--- src/sv/bba_pkg.sv ---
// ----------------------------------------------------------------------------
// bba_pkg
// Shared types and codes for the buddy block allocator: transaction payloads,
// status codes, datapath operation codes and controller status.
// ----------------------------------------------------------------------------
package bba_pkg;

  // log2 of the largest heap; sets memory depth and address width
  localparam int MAX_ORDER = 10;

  localparam int ADDR_W = MAX_ORDER;
  localparam int ORD_W  = 4;
  localparam int ST_W   = 2;

  localparam logic [ST_W-1:0] ST_OK    = 2'd0;
  localparam logic [ST_W-1:0] ST_NOMEM = 2'd1;
  localparam logic [ST_W-1:0] ST_BAD   = 2'd2;

  localparam logic MODE_ALLOC = 1'b0;
  localparam logic MODE_FREE  = 1'b1;

  typedef struct packed {
    logic              mode;
    logic [ORD_W-1:0]  req_order;
    logic [ADDR_W-1:0] block_addr;
  } in_t;

  typedef struct packed {
    logic [ADDR_W-1:0] result_addr;
    logic [ST_W-1:0]   status;
  } out_t;

  typedef enum logic [4:0] {
    OP_NOP,
    OP_CLR_START,
    OP_CLR_STEP,
    OP_LOAD,
    OP_SEARCH,
    OP_TAKE,
    OP_UL_HEAD,
    OP_UL_PREV,
    OP_UL_CLR,
    OP_SPLIT,
    OP_PUSH,
    OP_PUSH_LINK,
    OP_ALLOC_FIN,
    OP_RD_BUD,
    OP_MERGE,
    OP_SETX,
    OP_FREE_FIN,
    OP_SET_BAD,
    OP_SET_NOMEM
  } dp_op_e;

  typedef struct packed {
    logic clr_last;
    logic mode_free;
    logic s_gt_tot;
    logic s_lt_tot;
    logic s_gt_ord;
    logic head_nil;
    logic bad_free;
    logic buddy_ok;
  } dp_stat_t;

  typedef struct packed {
    dp_op_e op;
    logic   in_stall;
    logic   out_valid;
  } ctl_t;

endpackage

--- src/sv/bba_ctrl.sv ---
// ----------------------------------------------------------------------------
// bba_ctrl
// Controller: sequences clearing, search, unlink, split, merge and push
// steps of the datapath and runs both transaction handshakes.
// ----------------------------------------------------------------------------
module bba_ctrl (
  input  logic              clk_i,
  input  logic              rst_ni,
  input  logic              in_valid_i,
  input  logic              out_stall_i,
  input  logic              cfg_we_i,
  input  bba_pkg::dp_stat_t stat_i,
  output bba_pkg::ctl_t     ctl_o
);

  localparam logic [3:0] S_CLR0  = 4'd0;
  localparam logic [3:0] S_CLR   = 4'd1;
  localparam logic [3:0] S_IDLE  = 4'd2;
  localparam logic [3:0] S_DISP  = 4'd3;
  localparam logic [3:0] S_ASRCH = 4'd4;
  localparam logic [3:0] S_UL0   = 4'd5;
  localparam logic [3:0] S_UL1   = 4'd6;
  localparam logic [3:0] S_UL2   = 4'd7;
  localparam logic [3:0] S_ASPL  = 4'd8;
  localparam logic [3:0] S_PUSH  = 4'd9;
  localparam logic [3:0] S_PUSH2 = 4'd10;
  localparam logic [3:0] S_FLOOP = 4'd11;
  localparam logic [3:0] S_FCHK  = 4'd12;
  localparam logic [3:0] S_FMRG  = 4'd13;
  localparam logic [3:0] S_FFIN  = 4'd14;
  localparam logic [3:0] S_OUT   = 4'd15;

  logic [3:0] state_q, state_d;

  always_comb begin
    state_d         = state_q;
    ctl_o.op        = bba_pkg::OP_NOP;
    ctl_o.in_stall  = 1'b1;
    ctl_o.out_valid = 1'b0;
    unique case (state_q)
      S_CLR0: begin
        ctl_o.op = bba_pkg::OP_CLR_START;
        state_d  = S_CLR;
      end
      S_CLR: begin
        ctl_o.op = bba_pkg::OP_CLR_STEP;
        if (stat_i.clr_last) begin
          state_d = S_IDLE;
        end
      end
      S_IDLE: begin
        ctl_o.in_stall = 1'b0;
        if (in_valid_i) begin
          ctl_o.op = bba_pkg::OP_LOAD;
          state_d  = S_DISP;
        end
      end
      S_DISP: begin
        if (!stat_i.mode_free) begin
          state_d = S_ASRCH;
        end else if (stat_i.bad_free) begin
          ctl_o.op = bba_pkg::OP_SET_BAD;
          state_d  = S_OUT;
        end else begin
          state_d = S_FLOOP;
        end
      end
      S_ASRCH: begin
        priority if (stat_i.s_gt_tot) begin
          ctl_o.op = bba_pkg::OP_SET_NOMEM;
          state_d  = S_OUT;
        end else if (stat_i.head_nil) begin
          ctl_o.op = bba_pkg::OP_SEARCH;
        end else begin
          ctl_o.op = bba_pkg::OP_TAKE;
          state_d  = S_UL0;
        end
      end
      S_UL0: begin
        ctl_o.op = bba_pkg::OP_UL_HEAD;
        state_d  = S_UL1;
      end
      S_UL1: begin
        ctl_o.op = bba_pkg::OP_UL_PREV;
        state_d  = S_UL2;
      end
      S_UL2: begin
        ctl_o.op = bba_pkg::OP_UL_CLR;
        state_d  = stat_i.mode_free ? S_FMRG : S_ASPL;
      end
      S_ASPL: begin
        if (stat_i.s_gt_ord) begin
          ctl_o.op = bba_pkg::OP_SPLIT;
          state_d  = S_PUSH;
        end else begin
          ctl_o.op = bba_pkg::OP_ALLOC_FIN;
          state_d  = S_OUT;
        end
      end
      S_PUSH: begin
        ctl_o.op = bba_pkg::OP_PUSH;
        state_d  = S_PUSH2;
      end
      S_PUSH2: begin
        ctl_o.op = bba_pkg::OP_PUSH_LINK;
        state_d  = stat_i.mode_free ? S_FFIN : S_ASPL;
      end
      S_FLOOP: begin
        if (stat_i.s_lt_tot) begin
          ctl_o.op = bba_pkg::OP_RD_BUD;
          state_d  = S_FCHK;
        end else begin
          ctl_o.op = bba_pkg::OP_SETX;
          state_d  = S_PUSH;
        end
      end
      S_FCHK: begin
        if (stat_i.buddy_ok) begin
          ctl_o.op = bba_pkg::OP_UL_HEAD;
          state_d  = S_UL1;
        end else begin
          ctl_o.op = bba_pkg::OP_SETX;
          state_d  = S_PUSH;
        end
      end
      S_FMRG: begin
        ctl_o.op = bba_pkg::OP_MERGE;
        state_d  = S_FLOOP;
      end
      S_FFIN: begin
        ctl_o.op = bba_pkg::OP_FREE_FIN;
        state_d  = S_OUT;
      end
      S_OUT: begin
        ctl_o.out_valid = 1'b1;
        if (!out_stall_i) begin
          state_d = S_IDLE;
        end
      end
      default: state_d = S_CLR0;
    endcase
    if (cfg_we_i) begin
      state_d = S_CLR0;
    end
  end

  always_ff @(posedge clk_i or negedge rst_ni) begin
    if (!rst_ni) begin
      state_q <= S_CLR0;
    end else begin
      state_q <= state_d;
    end
  end

endmodule

--- config.mk ---
export PLATFORM = sky130hd
export DESIGN_NAME = bba_ctrl
export DESIGN_NICKNAME = d
export VERILOG_FILES = /design/src/sv/bba_pkg.sv /design/src/sv/bba_ctrl.sv
export SDC_FILE = /design/constraint.sdc
export NUM_CORES = 1
export LEC_CHECK = 0
export ABC_AREA = 1
export BUFFER_PORTS_ARGS = -buffer_cell sky130_fd_sc_hd__buf_4
export CAP_MARGIN = 40
export CORE_AREA = 2 2 40 42
export CTS_BUF_LIST = sky130_fd_sc_hd__clkbuf_8
export DETAILED_ROUTE_END_ITERATION = 8
export DIE_AREA = 0 0 42 44
export PLACE_DENSITY = 0.74
export SLEW_MARGIN = 20
export SYNTH_ARGS = -nofsm -noshare
export SYNTH_HDL_FRONTEND = slang
export SYNTH_SLANG_ARGS = --single-unit
--- constraint.sdc ---
create_clock -name clk_i -period 2.65 [get_ports clk_i]
set_input_delay 0.53 -clock clk_i [delete_from_list [all_inputs] [get_ports clk_i]]
set_output_delay 0.53 -clock clk_i [all_outputs]
set_load 0.01 [all_outputs]
* After elaboration in Yosys (flattened, before gate mapping)
Cells that the tools add are included.
** Storage, ports and cells
- Flip-flop bits (word level) :: 4
- Input bits :: 13
** Cells by class
- Equality and inequality tests :: 19
- Mux-type cells :: 25
- Reduce and logical (&&, ||, !) cells :: 2
** Operators with widths (number)
- 5-bit one-hot mux with 15 select lines :: 1
- 4-bit one-hot mux with 16 select lines :: 1
- 4-bit two-way mux :: 9
- 4-bit equality test (second input constant) :: 8
- 3-bit two-way mux :: 6
- 4-bit by 3-bit equality test with 1-bit output (second input constant) :: 4
- 5-bit two-way mux :: 3
- 3-bit inequality test (second input constant) :: 3
- 4-bit by 2-bit equality test with 1-bit output (second input constant) :: 2
- 4-bit by 1-bit equality test with 1-bit output (second input constant) :: 1
- 4-bit logical NOT :: 1
- 2-bit two-way mux :: 2
- 4-bit inequality test (second input constant) :: 1
- 4-bit AND reduction :: 1
- 1-bit two-way mux :: 3

* Depth between registers and ports, before layout
- Depth in word-level cells :: 4
- Mapped depth :: 9
- Mapped depth without buffers :: 9

* Worst setup path before layout
OpenSTA, ideal clock, no wires.
- Path kind :: flip-flop to output port
- Start :: register state_q[2]
- End :: output port ctl_o[2] in the netlist's numbering
- Arrival time :: 1.167 ns
- Data required time :: 2.120 ns
- Path slack :: 0.953 ns
- Cell stages (with the launch flop) :: 6
- Buffers on the path :: 0
- Cell sequence :: dfrtp_1 -> nor2_2 -> nand2_1 -> nor2_1 -> nor3_1 -> nand4_1
** RTL lines
- start, declared :: RTL line bba_ctrl.sv:33 : logic [3:0] state_q, state_d;
- start signal, assigned :: RTL line bba_ctrl.sv:151 : state_q <= state_d;
- end, declared :: RTL line bba_ctrl.sv:13 : output bba_pkg::ctl_t ctl_o

==> flow_summary.toml <==
[outcome]
outcome = "complete, no violations"

[setup_path]
crit_path_cell_trace = "inv_2 > nor2_4 > nand2_1 > nor2_1 > nor3_1 > nand4_1 > buf_4"
start_kind = "register"
worst-setup-path-type = "register to primary output"
cpPeakStageDelay_ns = 0.44
crit_family = "simple AND/OR/NAND/NOR gates"
crit_buf_inv = 2
r2r.worst_path.cells = 6
worstPathRequired_ns = 2.12
crit_slowest_cell = "dfrtp_1"
cp_max_fo = 6
worstSetupEndpointType = "primary output"
cp.depth = 7
worstPathArrival_ns = 1.58

[sta]
fin_skew_ns = 0.00624
hold_ws_ns = 0.0996
rsz0062_at_grt = "false"
hold_viol = 0
max_slew.worst_pin.slew_ns = 0.330
maxSlewHeadroom_pct = 78.0
fmax_mhz = 474
final_min_period_over_clock_period_pct = 79.6
setup_violations = 0
min_period_ns = 2.11
tns_ns = 0
slew_viol_final = 0

[layout]
final_common_cell = "nand2_1"
instances_no_fill = 165
syn_to_final_growth_pct = 30.8
drive_above_1_share_pct = 24.8
diodes = 0
regMostFlops = "state_q"
nets = 164
largest_reg_flops = 4
reg.largest.list = "state_q x4"
fin_area_um2 = 867
most-common-layout-cells = "nand2_1, nand3_1, buf_4"

[min_path]
hold_path.class = "input port to async pin"

[drt]
dr.pass1.iters = 4
drc_errors = 0
wl_met1_um = 836
wl_met3_um = 161
ant_nets = 0
routed_via_density = 5.45
drt_iter0_markers = 50
drt-total-wl_um = 2060
top_layer = "met4"
drt-wirelength-per-cell_um = 12.5
met2_length_um = 1030
dr_total_vias = 900

[die]
fp.dieH_um = 44
die_area_um2 = 1850
ios = 20
coreArea_um2 = 1420
std_cell_rows = 14
die_width_um = 42
start_util_pct = 46.7

[clock_network]
cts_made_buffers = 3
clock_latency_ns = 0.22
clkSlewWorstSetupHoldPaths_ns = 0.03
cts_buffer_depth = 2
post_cts_resized = 0
cts_post_setup_buffers_inserted = 0
root_buffer = "clkbuf_8"
cts.sinks = 4
htree_num_levels = 1
cts_tree = "done"
cts_hold_buf = 0

[synthesis]
synth_top_area_share_pct = 23.8
yosysSeqAreaShare_pct = 15.1
synth_largest_area_cell = "nand2_1"
ys_seq_elements = 4
synthesis.area_um2 = 663
synthCells = 127
ys_top_cells_by_area = "nand2_1, nand3_1, dfrtp_1"
synthesis.nets = 140
synth_area_per_cell_um2 = 5.22
synth.distinct_cells = 16
ys_warn_count = 0

[flow_run]
cap_violations = 0

[power_and_ir_drop]
p_leak_uw = 0.000523
swShare_pct = 46.8
power_frac_seq_pct = 18.6
ir_drop_mv = 0.423
power.share.clock_pct = 22.6
power_uw = 563
power_frac_comb_pct = 58.8
p_int_uw = 299
power_density_nw_per_um2 = 649
switchingPower_uw = 264

[placed_design]
gp_congestion = 0.913
place_area_um2 = 826
detailed_place_hpwl_um = 1690
placed_cells = 162
io_buffers = 19

[global_route]
grt_use_total_pct = 25.3
antenna_found_initial = 0
grt-ovfl-total = 0
grt_max_degree = 9
grt_pass1_vias = 844
grt_pass1_wl_um = 3590
## worst reg2reg max path, cell delays in order, from the launching register on
cell     delay (ns)
dfrtp_1        0.46
nor2_2         0.31
nand3_1        0.22
nor2_2         0.18
nor2_1         0.06
nand3_1        0.09
nand2_1        0.07
## stage by stage
stage | utilization (%) | setup WS, ns
CTS | 61.1 | 0.558
global route | 61.1 | 0.419
global placement | 58.2 | 0.824
floorplan | - | 0.953
finish | 61.1 | 0.541
detailed placement | 58.2 | 0.794
## synth_stat cells
library cell  instances
nor3_2                1
inv_1                18
nor3_1                3
nand2_1              42
nand3_1              22
nor2_1               14
nand2_2               2
a21oi_1               1
nor2_2                4
nand3_2               1
nand4_1               5
nor2_4                3
o31ai_1               1
o21ai_0               2
dfrtp_1               4
inv_2                 4
## power groups by stage
stage	logic, uW	registers, uW	clock network [uW]
2_1_floorplan	218	99.9	0
3_3_place_gp	327	103	0
6_report	331	105	127
5_1_grt	375	107	134
3_5_place_dp	322	104	0
4_1_cts	325	104	130
## area by class of cell
cell class	count	area [um^2]
Clock buffer	3	41.3
Inverter	22	82.6
Fill cell	142	552
Multi-Input combinational cell	101	480
Tap cell	16	20.0
Sequential cell	4	100
Timing Repair Buffer	19	143
## final timing paths
kind / slack (ns) / to / from
worst max-delay path: 0.54 / ctl_o[2] / state_q[1]
worst min-delay path: 0.1 / state_q[0] / rst_ni
worst max register to register: 1.14 / state_q[0] / state_q[0]
worst min register to register: 0.68 / state_q[2] / state_q[2]
max in group asynchronous: 2.45 / state_q[2] / rst_ni
min in group clk_i: 0.61 / state_q[1] / cfg_we_i
## cells by family after synthesis
| group | count (synthesis) | synth area share, % |
|---|---|---|
| simple gates | 97 | 69.1 |
| flops | 4 | 15.1 |
| buf+inv | 22 | 12.5 |
| compound gates | 4 | 3.40 |
## metal layers
layer	global-route usage (%)	vias up
met1	29.5	394
met2	44.7	51
met3	3.33	6
li1	-	449
met4	14.2	0
met5	0	-
No activity file was read; power rests on OpenSTA's default activity.
